File: config.mk
export PLATFORM = sky130hd
export DESIGN_NAME = epoch_seconds_to_calendar_date
export DESIGN_NICKNAME = d
export VERILOG_FILES = /design/src/hdl/ecd_pkg.sv /design/src/hdl/ecd_sub_unit.sv /design/src/hdl/ecd_year_track.sv /design/src/hdl/epoch_seconds_to_calendar_date.sv
export VERILOG_INCLUDE_DIRS = /design/src /design/src/hdl
export SDC_FILE = /design/constraint.sdc
export NUM_CORES = 1
export LEC_CHECK = 0
export BUFFER_PORTS_ARGS = -buffer_cell sky130_fd_sc_hd__buf_2
export CORE_AREA = 4 4 198 200
export DETAILED_ROUTE_END_ITERATION = 6
export DIE_AREA = 0 0 202 204
export PLACE_DENSITY = 0.41
export SLEW_MARGIN = 10
export SYNTH_ARGS = -nofsm -noshare
export SYNTH_HDL_FRONTEND = slang
export SYNTH_SLANG_ARGS = --single-unit
File: constraint.sdc
create_clock -name clk_i -period 4.6 [get_ports clk_i]
set_input_delay 0.92 -clock clk_i [delete_from_list [all_inputs] [get_ports clk_i]]
set_output_delay 0.92 -clock clk_i [all_outputs]
set_load 0.1 [all_outputs]
File: src/hdl/epoch_seconds_to_calendar_date_assert.svh
// Assertion macros for the epoch-to-date converter.
// Used by the top level; expects clk_i and rst_ni in scope.
`ifndef EPOCH_SECONDS_TO_CALENDAR_DATE_ASSERT_SVH
`define EPOCH_SECONDS_TO_CALENDAR_DATE_ASSERT_SVH

// check consequent in the same cycle
`define ECD_ASSERT_SAME(lbl, ante, cons, msg) \
  lbl: assert property (@(posedge clk_i) disable iff (!rst_ni) (ante) |-> (cons)) else $error(msg);

// check consequent in the next cycle
`define ECD_ASSERT_NEXT(lbl, ante, cons, msg) \
  lbl: assert property (@(posedge clk_i) disable iff (!rst_ni) (ante) |=> (cons)) else $error(msg);

`endif

File: src/hdl/ecd_pkg.sv
// Shared widths, constants and calendar helpers for the epoch-to-date converter.
// No dependencies.
package ecd_pkg;

  localparam int EpochW  = 32;
  localparam int OffsetW = 17;
  localparam int TotW    = EpochW + 2;
  localparam int YearW   = 12;
  localparam int MonthW  = 4;
  localparam int DayW    = 5;
  localparam int HourW   = 5;
  localparam int MinW    = 6;
  localparam int SecW    = 6;
  localparam int RemW    = 17;
  localparam int AluW    = RemW + 1;
  localparam int CntW    = 5;
  localparam int Mod100W = 7;
  localparam int Mod400W = 9;

  localparam logic [OffsetW-1:0] OffsetReset = 17'd28800;

  localparam int SecsPerDay  = 86400;
  localparam int SecsPerHour = 3600;
  localparam int SecsPerMin  = 60;

  localparam logic [YearW-1:0]   EpochYear   = 12'd1970;
  localparam logic [Mod100W-1:0] Mod100Init  = 7'd70;
  localparam logic [Mod100W-1:0] Mod100Last  = 7'd99;
  localparam logic [Mod400W-1:0] Mod400Init  = 9'd370;
  localparam logic [Mod400W-1:0] Mod400Last  = 9'd399;

  localparam logic [AluW-1:0] DaysLeapYear = 18'd366;
  localparam logic [AluW-1:0] DaysYear     = 18'd365;

  localparam logic [MonthW-1:0] MonJan = 4'd1;
  localparam logic [MonthW-1:0] MonFeb = 4'd2;
  localparam logic [MonthW-1:0] MonApr = 4'd4;
  localparam logic [MonthW-1:0] MonJun = 4'd6;
  localparam logic [MonthW-1:0] MonSep = 4'd9;
  localparam logic [MonthW-1:0] MonNov = 4'd11;
  localparam logic [MonthW-1:0] MonDec = 4'd12;

  typedef struct packed {
    logic init;
    logic step;
  } year_ctl_t;

  function automatic logic [DayW-1:0] month_days(input logic [MonthW-1:0] mon,
                                                 input logic leap);
    logic [DayW-1:0] len;
    if (mon == MonFeb) begin
      len = leap ? 5'd29 : 5'd28;
    end else if (mon == MonApr || mon == MonJun || mon == MonSep || mon == MonNov) begin
      len = 5'd30;
    end else begin
      len = 5'd31;
    end
    return len;
  endfunction

endpackage

File: src/hdl/ecd_sub_unit.sv
// Shared compare-and-subtract unit: a minus b with a greater-or-equal flag.
// Depends on ecd_pkg.
module ecd_sub_unit (
  input  logic [ecd_pkg::AluW-1:0] a_i,
  input  logic [ecd_pkg::AluW-1:0] b_i,
  output logic                     ge_o,
  output logic [ecd_pkg::AluW-1:0] diff_o
);
  import ecd_pkg::*;

  logic [AluW:0] wide;

  assign wide   = {1'b0, a_i} - {1'b0, b_i};
  assign ge_o   = ~wide[AluW];
  assign diff_o = wide[AluW-1:0];

endmodule

File: src/hdl/ecd_year_track.sv
// Year counter with running mod-100 and mod-400 residues and the leap flag.
// Depends on ecd_pkg.
module ecd_year_track (
  input  logic                       clk_i,
  input  logic                       rst_ni,
  input  ecd_pkg::year_ctl_t         ctl_i,
  output logic [ecd_pkg::YearW-1:0]  year_o,
  output logic                       leap_o
);
  import ecd_pkg::*;

  logic [YearW-1:0]   year_q, year_d;
  logic [Mod100W-1:0] m100_q, m100_d;
  logic [Mod400W-1:0] m400_q, m400_d;

  always_comb begin
    year_d = year_q;
    m100_d = m100_q;
    m400_d = m400_q;
    if (ctl_i.init) begin
      year_d = EpochYear;
      m100_d = Mod100Init;
      m400_d = Mod400Init;
    end else if (ctl_i.step) begin
      year_d = year_q + 1'b1;
      m100_d = (m100_q == Mod100Last) ? '0 : m100_q + 1'b1;
      m400_d = (m400_q == Mod400Last) ? '0 : m400_q + 1'b1;
    end
  end

  always_ff @(posedge clk_i or negedge rst_ni) begin
    if (!rst_ni) begin
      year_q <= EpochYear;
      m100_q <= Mod100Init;
      m400_q <= Mod400Init;
    end else begin
      year_q <= year_d;
      m100_q <= m100_d;
      m400_q <= m400_d;
    end
  end

  assign year_o = year_q;
  assign leap_o = (m400_q == '0) || ((year_q[1:0] == 2'b00) && (m100_q != '0));

endmodule

File: src/hdl/epoch_seconds_to_calendar_date.sv
// Epoch seconds to local calendar date: sequencer, operand muxing and result registers.
// Depends on ecd_pkg, ecd_sub_unit, ecd_year_track and the assertion macro header.
//
// Usage:
//   Pulse start with epoch_seconds_i while busy is low; the word is taken at
//   that edge. busy stays high until the result has been shown.
//   The result appears for exactly one cycle with result_valid_o high; the
//   receiver cannot stall it and must capture it in that cycle.
//   cfg_we_i writes cfg_wdata_i (signed seconds) into the zone offset;
//   write only while busy is low. Reset sets the offset to +8 hours.
// Steps, accept edge to result:
//   the day division, then hours, then minutes, then the elapsed years one at
//   a time, then the elapsed months one at a time, then the result (years
//   after 1970 up to 136).
//   A negative total skips all steps and goes straight to the result.
// busy drops in the cycle after the result, so a new word is taken only
//   once the last word is through.
// All steps go through one 18-bit compare-and-subtract unit, which sets the rate.
// Reset returns the sequencer to idle with no result pending.
module epoch_seconds_to_calendar_date (
  input  logic                          clk_i,
  input  logic                          rst_ni,
  input  logic                          start,
  output logic                          busy,
  input  logic [ecd_pkg::EpochW-1:0]    epoch_seconds_i,
  input  logic                          cfg_we_i,
  input  logic [ecd_pkg::OffsetW-1:0]   cfg_wdata_i,
  output logic                          result_valid_o,
  output logic [ecd_pkg::YearW-1:0]     year_o,
  output logic [ecd_pkg::MonthW-1:0]    month_o,
  output logic [ecd_pkg::DayW-1:0]      day_of_month_o,
  output logic [ecd_pkg::HourW-1:0]     hour_o,
  output logic [ecd_pkg::MinW-1:0]      minute_o,
  output logic [ecd_pkg::SecW-1:0]      second_o,
  output logic                          range_error_o
);
  import ecd_pkg::*;

  `include "epoch_seconds_to_calendar_date_assert.svh"

  localparam logic [2:0] S_IDLE  = 3'd0;
  localparam logic [2:0] S_DAY   = 3'd1;
  localparam logic [2:0] S_HOUR  = 3'd2;
  localparam logic [2:0] S_MIN   = 3'd3;
  localparam logic [2:0] S_YEAR  = 3'd4;
  localparam logic [2:0] S_MONTH = 3'd5;
  localparam logic [2:0] S_DONE  = 3'd6;

  localparam int DayQW = RemW;

  logic [2:0]         state_q, state_d;
  logic [CntW-1:0]    cnt_q, cnt_d;
  logic [RemW-1:0]    rem_q, rem_d;
  logic [RemW-1:0]    quo_q, quo_d;
  logic [RemW-1:0]    days_q, days_d;
  logic [HourW-1:0]   hour_q, hour_d;
  logic [MinW-1:0]    min_q, min_d;
  logic [SecW-1:0]    sec_q, sec_d;
  logic [MonthW-1:0]  month_q, month_d;
  logic               err_q, err_d;
  logic [OffsetW-1:0] offset_q;

  logic [TotW-1:0]    total;
  logic [AluW-1:0]    alu_a, alu_b, alu_diff, trial;
  logic               alu_ge;
  logic [RemW-1:0]    new_rem;
  logic [YearW-1:0]   year_val;
  logic               leap;
  year_ctl_t          yctl;

  assign total = {2'b00, epoch_seconds_i}
               + {{(TotW-OffsetW){offset_q[OffsetW-1]}}, offset_q};
  assign trial = {rem_q, quo_q[RemW-1]};

  always_comb begin
    unique case (state_q)
      S_DAY: begin
        alu_a = trial;
        alu_b = AluW'(SecsPerDay);
      end
      S_HOUR: begin
        alu_a = trial;
        alu_b = AluW'(SecsPerHour);
      end
      S_MIN: begin
        alu_a = trial;
        alu_b = AluW'(SecsPerMin);
      end
      S_YEAR: begin
        alu_a = {1'b0, days_q};
        alu_b = leap ? DaysLeapYear : DaysYear;
      end
      S_MONTH: begin
        alu_a = {1'b0, days_q};
        alu_b = AluW'(month_days(month_q, leap));
      end
      default: begin
        alu_a = '0;
        alu_b = '0;
      end
    endcase
  end

  ecd_sub_unit u_sub (
    .a_i   (alu_a),
    .b_i   (alu_b),
    .ge_o  (alu_ge),
    .diff_o(alu_diff)
  );

  ecd_year_track u_year (
    .clk_i (clk_i),
    .rst_ni(rst_ni),
    .ctl_i (yctl),
    .year_o(year_val),
    .leap_o(leap)
  );

  assign new_rem = alu_ge ? alu_diff[RemW-1:0] : trial[RemW-1:0];

  always_comb begin
    state_d   = state_q;
    cnt_d     = cnt_q;
    rem_d     = rem_q;
    quo_d     = quo_q;
    days_d    = days_q;
    hour_d    = hour_q;
    min_d     = min_q;
    sec_d     = sec_q;
    month_d   = month_q;
    err_d     = err_q;
    yctl.init = 1'b0;
    yctl.step = 1'b0;
    unique case (state_q)
      S_IDLE: begin
        if (start) begin
          if (total[TotW-1]) begin
            err_d   = 1'b1;
            state_d = S_DONE;
          end else begin
            err_d     = 1'b0;
            rem_d     = RemW'(total[TotW-2:DayQW]);
            quo_d     = total[DayQW-1:0];
            cnt_d     = CntW'(DayQW - 1);
            month_d   = MonJan;
            yctl.init = 1'b1;
            state_d   = S_DAY;
          end
        end
      end
      S_DAY: begin
        if (cnt_q == '0) begin
          days_d  = {quo_q[RemW-2:0], alu_ge};
          rem_d   = new_rem >> HourW;
          quo_d   = {new_rem[HourW-1:0], {(RemW-HourW){1'b0}}};
          cnt_d   = CntW'(HourW - 1);
          state_d = S_HOUR;
        end else begin
          rem_d = new_rem;
          quo_d = {quo_q[RemW-2:0], alu_ge};
          cnt_d = cnt_q - 1'b1;
        end
      end
      S_HOUR: begin
        if (cnt_q == '0) begin
          hour_d  = {quo_q[HourW-2:0], alu_ge};
          rem_d   = new_rem >> MinW;
          quo_d   = {new_rem[MinW-1:0], {(RemW-MinW){1'b0}}};
          cnt_d   = CntW'(MinW - 1);
          state_d = S_MIN;
        end else begin
          rem_d = new_rem;
          quo_d = {quo_q[RemW-2:0], alu_ge};
          cnt_d = cnt_q - 1'b1;
        end
      end
      S_MIN: begin
        if (cnt_q == '0) begin
          min_d   = {quo_q[MinW-2:0], alu_ge};
          sec_d   = new_rem[SecW-1:0];
          state_d = S_YEAR;
        end else begin
          rem_d = new_rem;
          quo_d = {quo_q[RemW-2:0], alu_ge};
          cnt_d = cnt_q - 1'b1;
        end
      end
      S_YEAR: begin
        if (alu_ge) begin
          days_d    = alu_diff[RemW-1:0];
          yctl.step = 1'b1;
        end else begin
          state_d = S_MONTH;
        end
      end
      S_MONTH: begin
        if (month_q == MonDec || !alu_ge) begin
          state_d = S_DONE;
        end else begin
          days_d  = alu_diff[RemW-1:0];
          month_d = month_q + 1'b1;
        end
      end
      S_DONE: begin
        state_d = S_IDLE;
      end
      default: begin
        state_d = S_IDLE;
      end
    endcase
  end

  always_ff @(posedge clk_i or negedge rst_ni) begin
    if (!rst_ni) begin
      state_q  <= S_IDLE;
      cnt_q    <= '0;
      err_q    <= 1'b0;
      offset_q <= OffsetReset;
    end else begin
      state_q <= state_d;
      cnt_q   <= cnt_d;
      err_q   <= err_d;
      if (cfg_we_i) begin
        offset_q <= cfg_wdata_i;
      end
    end
  end

  always_ff @(posedge clk_i) begin
    rem_q   <= rem_d;
    quo_q   <= quo_d;
    days_q  <= days_d;
    hour_q  <= hour_d;
    min_q   <= min_d;
    sec_q   <= sec_d;
    month_q <= month_d;
  end

  assign busy           = (state_q != S_IDLE);
  assign result_valid_o = (state_q == S_DONE);
  assign range_error_o  = err_q;
  assign year_o         = err_q ? '0 : year_val;
  assign month_o        = err_q ? '0 : month_q;
  assign day_of_month_o = err_q ? '0 : days_q[DayW-1:0] + 1'b1;
  assign hour_o         = err_q ? '0 : hour_q;
  assign minute_o       = err_q ? '0 : min_q;
  assign second_o       = err_q ? '0 : sec_q;

  `ECD_ASSERT_NEXT(a_strobe_single, result_valid_o, !result_valid_o, "result strobe held over one cycle")
  `ECD_ASSERT_NEXT(a_busy_after_start, start && !busy, busy, "busy not raised after start")
  `ECD_ASSERT_SAME(a_error_zero, result_valid_o && range_error_o, year_o == '0 && month_o == '0 && day_of_month_o == '0 && hour_o == '0 && minute_o == '0 && second_o == '0, "fields not zero on range error")
  `ECD_ASSERT_SAME(a_fields_legal, result_valid_o && !range_error_o, month_o >= MonJan && month_o <= MonDec && day_of_month_o != '0 && hour_o < HourW'(24) && minute_o < MinW'(60) && second_o < SecW'(60), "date or time field out of range")

endmodule

# Yosys cells after proc, flatten, opt, wreduce, memory -nomap -nowiden
# Cells that the tools add are included.
[op_classes]
n_shift = 0
div_mod_pow = 0
muxes = 61
addsub = 8
magnitude_cmp = 0
n_reduce_logical = 25
bitwise = 1
mul = 0
n_eq_ne = 24
[ops]
columns = ["operator", "count"]
rows = [
  ["$mux W17", 14],
  ["$pmux W17 S4", 2],
  ["$pmux W17 S5", 1],
  ["$pmux W17 S3", 1],
  ["$mux W12", 3],
  ["$pmux W18 S2", 1],
  ["$mux W5", 7],
  ["$add A33 B17 Y34", 1],
  ["$mux W9", 3],
  ["$mux W3", 7],
  ["$mux W7", 3],
  ["$pmux W5 S4", 1],
  ["$sub A18 B17 Y19", 1],
  ["$ne A2 B2 Y1 const B", 9],
  ["$pmux W3 S6", 1],
  ["$mux W4", 4],
  ["$add A12 B1 Y12 const B", 1],
  ["$eq A4 B4 Y1 const B", 3],
  ["$mux W6", 2],
  ["$reduce_and A4 Y1", 3],
  ["$add A9 B1 Y9 const B", 1],
  ["$eq A3 B3 Y1 const B", 3],
  ["$eq A9 B9 Y1 const B", 1],
  ["$logic_not A9 Y1", 1],
  ["27 further kinds", 45],
]
[totals]
inputBits = 53
register_bits = 126
latch_bits = 0
n_memories = 0
rom_bits = 0
mem_bits_rw = 0
elab_cells = 133

# Depth between registers and ports, before layout
[depth]
depth_word = 12
ltp_mapped = 20
depth_no_buf = 19

# Hierarchy
# Synthesis repeated with hierarchy kept, for this count alone.
[unflattened]
cells_unflattened = 1063
hier_area_um2 = 9613.0
[modules_own_cells]
columns = ["mod", "n_inst", "seq_area_each_um2", "area_each_um2", "cells_per_inst"]
rows = [
  ["epoch_seconds_to_calendar_date", 1, 2817.7, 6993.0, 752],
  ["ecd_year_track", 1, 719.4, 1589.0, 168],
  ["ecd_sub_unit", 1, 0.0, 1031.0, 143],
]

# Worst setup path before layout
# OpenSTA, ideal clock, no wires.
[synth_timing]
path_type = "reg2reg"
from = "reg u_year.m100_q[0]"
to = "reg days_q[0] (enable)"
path_stages_with_launch = 19
setup_time_ns = 0.390
arrival_ns = 4.443
path_slack_ns = -0.234
n_path_buf = 1
cell_sequence = "dfrtp_1 > inv_1 > ha_1 > or4b_2 > o31ai_1 > nand2_1 > a221o_1 > a21oi_1 > nor2_1 > ha_1 > fa_1 > nor2b_1 > o31a_1 > o211ai_1 > a21o_1 > nand3_4 > buf_2 > a31oi_1 > nor2_1"
[synth_via]
elab_chain_len = 10
word_cells_on_any_way = 12
classes_between = "add/sub (1); eq/ne (2); mux (4); reduce/logical (5)"
[synth_rtl]
columns = ["element", "line", "rtl"]
rows = [
  ["start: declaration", "ecd_year_track.sv:13", "logic [Mod100W-1:0] m100_q, m100_d;"],
  ["start signal: assignment", "ecd_year_track.sv:34", "m100_q <= Mod100Init;"],
  ["start signal: assignment", "ecd_year_track.sv:38", "m100_q <= m100_d;"],
  ["$reduce_bool A7 Y1 (*)", "ecd_year_track.sv:44", "assign leap_o = (m400_q == '0) || ((year_q[1:0] == 2'b00) && (m100_q != '0));"],
  ["$logic_and A1 B1 Y1 (*)", "ecd_year_track.sv:44", ""],
  ["$logic_or A1 B1 Y1 (*)", "ecd_year_track.sv:44", ""],
  ["$mux W1", "ecd_pkg.sv:52", "len = leap ? 5'd29 : 5'd28;"],
  ["$mux W2", "ecd_pkg.sv:51", "if (mon == MonFeb) begin"],
  ["$pmux W17 S5 (*)", "epoch_seconds_to_calendar_date.sv:76", "unique case (state_q)"],
  ["$sub A18 B17 Y19 (*)", "ecd_sub_unit.sv:13", "assign wide = {1'b0, a_i} - {1'b0, b_i};"],
  ["$logic_or A1 B1 Y1", "epoch_seconds_to_calendar_date.sv:197", "if (month_q == MonDec || !alu_ge) begin"],
  ["$ne A2 B2 Y1 (no line)", "-", ""],
  ["$reduce_and A4 Y1 (no line) (*)", "-", ""],
  ["end signal: assignment", "epoch_seconds_to_calendar_date.sv:232", "days_q <= days_d;"],
  ["end: declaration", "epoch_seconds_to_calendar_date.sv:55", "logic [RemW-1:0] days_q, days_d;"],
]
# Mark *: on every way between the ends. The rest lies on a longest branch, timed or not.
# A chain may end at the register's enable or synchronous reset.

# Worst setup path in the final report
[layout_timing]
from = "reg u_year.m100_q[0]"
to = "reg rem_q[2], data pin"
[layout_via]
elab_chain_len = 10
word_cells_on_any_way = 13
classes_between = "add/sub (1); mux (9); reduce/logical (3)"
[layout_rtl]
columns = ["element", "line", "rtl"]
rows = [
  ["$reduce_bool A7 Y1 (*)", "ecd_year_track.sv:44", ""],
  ["$logic_and A1 B1 Y1 (*)", "ecd_year_track.sv:44", ""],
  ["$logic_or A1 B1 Y1 (*)", "ecd_year_track.sv:44", ""],
  ["$mux W1", "ecd_pkg.sv:52", ""],
  ["$mux W2", "ecd_pkg.sv:51", ""],
  ["$pmux W17 S5 (*)", "epoch_seconds_to_calendar_date.sv:76", ""],
  ["$sub A18 B17 Y19 (*)", "ecd_sub_unit.sv:13", ""],
  ["$mux W17 (*)", "epoch_seconds_to_calendar_date.sv:119", "assign new_rem = alu_ge ? alu_diff[RemW-1:0] : trial[RemW-1:0];"],
  ["via new_rem[2]", "epoch_seconds_to_calendar_date.sv:66", "logic [RemW-1:0] new_rem;"],
  ["$mux W17, on equally long branches", "epoch_seconds_to_calendar_date.sv:178, epoch_seconds_to_calendar_date.sv:152, epoch_seconds_to_calendar_date.sv:165", ""],
  ["$pmux W17 S4 (*)", "epoch_seconds_to_calendar_date.sv:134", "unique case (state_q)"],
  ["via rem_d[2]", "epoch_seconds_to_calendar_date.sv:53", "logic [RemW-1:0] rem_q, rem_d;"],
  ["end signal: assignment", "epoch_seconds_to_calendar_date.sv:230", "rem_q <= rem_d;"],
  ["end: declaration", "epoch_seconds_to_calendar_date.sv:53", ""],
]
# Mark *: on every way through the listed nets, which the timed path passes. The rest lies on a longest branch. The select of a mux whose other input is x is not followed.

==> reports/results.ini <==
[timing]
timing.fmax_mhz=220
holdWs_ns=0.506
slew_violations=0
final-hold-violation-count=0
slew_headroom=0.333
finalSetupViolCount=0
fin_crit_sh=0.986
rsz0062_at_grt=yes
fin_worst_skew_ns=0.0144
worst_pin_slew_ns=0.989
min_period_ns=4.54
fin_tns_setup_ns=0

[route]
vias=8190
drtIter0Drc=473
ant_nets=0
drtPass1Iterations=5
viasPerCell=4.84
wirelength_microns=30200
wl_per_cell_microns=17.8
drc_errors=0

[setup_path]
critical_path_arrival_ns=4.69
r2r-start=u_year.m100_q[0]
cp-end-kind=register
r2r_slack_ns=0.06
reg2regPathDepth=21
r2r-end=rem_q[2]
critical_path_class=reg2reg
worstPathRequired_ns=4.76
path_max_fanout=6
startpoint_type=register

[synthesis]
synth_compound_area_frac=0.215
synthFlopType=edfxtp_1
synth-seq-area-share=0.381
yosys_warnings=0
synth_mux_area_frac=0.0386
post_synth_xor_area_fraction=0.0614
synth_top_family_by_area=compound AO/OA/AOI/OAI gates
synth-edff-count=72
synth-simple-area-share=0.178
ys_seq_elements=126
syn_inst=1009
synthAdderAreaFrac=0.0852
synthArstFlopShare=0.429
syn_nets=1124
synth.distinct_cells=79
syn-cell-area_sq_um=9280
syn_avg_cell_area_sq_um=9.19

[clocking]
postCtsHoldBufs=0
clk_path_buf_depth=2
cts-buffers-inserted=17
cts-root-buf=clkbuf_16
htree_num_levels=4
cts_tree=built
clock_sinks=126
clock_latency_ns=0.42
clkTransAtPathRegs_ns=0.06

[floorplanning]
fp-row-count=71
core-area_sq_um=37400
die_y_microns=204
die_x_microns=202
start_util=0.248
die-area_sq_um=41200
io_pins=94

[finish]
fin_nets=1284
final_layout_size_suffix_gt1_frac=0.270
area_growth_syn_to_layout_pct=27.4
final_area_sq_um=11800
antenna_cells=0
fillers=4000

[grt]
first_global_vias=8270
grt_max_degree=55
gr-total-overflow=0
grt_pass1_wl_microns=47600
grt.total_usage=0.146
antenna_found_initial=0

[hold_path]
worstHoldPathCells=1
hp-start=offset_q[8]
worst_hold_path_type=reg2reg
holdPathEnd=offset_q[8]

[job]
drv_cap=0

[place]
dpl_cell_area_sq_um=10800
place_hpwl_microns=23300
globalplace.congestion=0.852
port_buffers=93

[status]
status=completed

-- synthesized netlist by cell type (all sizes together), types with 12 or more instances --
| cell type | instances | area [sq um] |
|---|---|---|
| a211oi | 13 | 97.6 |
| a21o | 21 | 158 |
| a21oi | 49 | 249 |
| a22o | 13 | 114 |
| a31oi | 14 | 103 |
| and3 | 12 | 75.1 |
| buf | 12 | 71.3 |
| clkbuf | 32 | 120 |
| dfrtp | 35 | 876 |
| dfstp | 19 | 499 |
| edfxtp | 72 | 2160 |
| ha | 60 | 751 |
| inv | 48 | 180 |
| mux2 | 22 | 251 |
| nand2 | 123 | 462 |
| nand3 | 30 | 163 |
| nand4 | 16 | 100 |
| nor2 | 78 | 295 |
| nor2b | 40 | 250 |
| nor3 | 14 | 70.1 |
| o211ai | 16 | 120 |
| o21ai | 76 | 380 |
| xnor2 | 37 | 324 |
| xor2 | 28 | 245 |
-- how the worst max path moves through the flow --
stage / from / to / slack, ns / cells past startpoint
5_1_grt: u_year.m100_q[0] / rem_q[2] / -0.14 / 21
3_3_place_gp: u_year.m100_q[0] / quo_q[11] / -0.25 / 21
4_1_cts: u_year.m100_q[1] / rem_q[10] / 0.002 / 21
3_5_place_dp: u_year.m100_q[0] / quo_q[11] / -0.27 / 21
6_report: u_year.m100_q[0] / rem_q[2] / 0.06 / 21
2_1_floorplan: u_year.m100_q[0] / days_q[0] / 0.03 / 18
-- per-stage QoR --
| step | worst slack [ns] | util | std cells |
|---|---|---|---|
| detailed placement | -0.271 | 0.289 | 1644 |
| finish | 0.0641 | 0.316 | 1693 |
| global placement | -0.250 | 0.289 | 1644 |
| global route | -0.142 | 0.316 | 1693 |
| floorplan | 0.0291 | - | 1009 |
| CTS | 0.00222 | 0.308 | 1683 |
-- kinds of logic (layout without fill, tap and decap cells) --
logic type,count (synthesis),in the layout
AOI/OAI and AO/OA,285,285
adders and majority gates,62,62
and+or+nand+nor,347,347
buffers and inverters,93,266
xor gates and xnor gates,65,65
muxes,31,31
DFF,126,126
-- final cells by class --
cell class,count,area (sq um),share of cell area
clock buffers,18,439,0.0372
clock inverters,14,144,0.0122
inverters,49,184,0.0156
repair buffers,185,1230,0.104
flip-flops and latches,126,3540,0.299
multi-input cells,790,5640,0.477
well taps,511,639,0.0541
-- layer usage --
metal  vias up  GRT usage  routed length (microns)
met5         -          0                        0
met4         0     0.0430                      596
met3        35     0.0240                     1140
met2       174      0.239                    14100
met1      3955      0.199                    14400
li1       4026          -                        -
-- what timing repair did --
action,CTS,global route
pin swaps,5,25
gates resized for setup,23,49
cloned,0,1
setup endpoints to repair,45,70
buffers inserted,7,9
-- flip-flops by register name (all words and copies together) (netlist names) --
name and cells:
days_q 17, offset_q 17, quo_q 17, rem_q 17, u_year.year_o 12, u_year.m400_q 9
u_year.m100_q 7, min_q 6, sec_q 6, cnt_q 5, hour_q 5, month_q 4
state_q 3, range_error_o 1
-- cells in the final DEF, fill, tap and decap left out, types with 8 or more instances in the layout --
cell type and count:
a21oi_1 45, clkbuf_16 17, nor3_1 10, inv_1 46
o21bai_1 8, and3_1 12, o21ai_0 64, buf_4 77
a21o_1 21, nor2b_1 38, xor2_1 27, a211oi_1 10
o211ai_1 16, buf_2 94, a31oi_1 12, nand4_1 16
edfxtp_1 72, nand2_1 123, xnor2_1 36, dfrtp_1 35
ha_1 58, a22o_1 13, nor2_1 73, dfstp_2 19
nand3_1 27, buf_6 11, mux2_2 17
-- worst max-delay path: stages, from the launching register on --
cell and delay, ns:
dfrtp_1 0.37, inv_1 0.06, ha_2 0.15, or4b_4 0.46, o31ai_4 0.23, nand2_1 0.10, a221o_1 0.32, a21oi_1 0.12
nor2_1 0.06, ha_2 0.19, fa_2 0.37, nor2b_2 0.13, o31a_1 0.19, o211ai_1 0.14, a21o_1 0.24, nand3_4 0.15
buf_4 0.14, buf_6 0.09, mux2i_4 0.23, inv_1 0.10, o32ai_1 0.33, a211oi_2 0.08
Power is not shown: default switching activity piles up to over one toggle a cycle in this logic, so the estimate is an artifact.
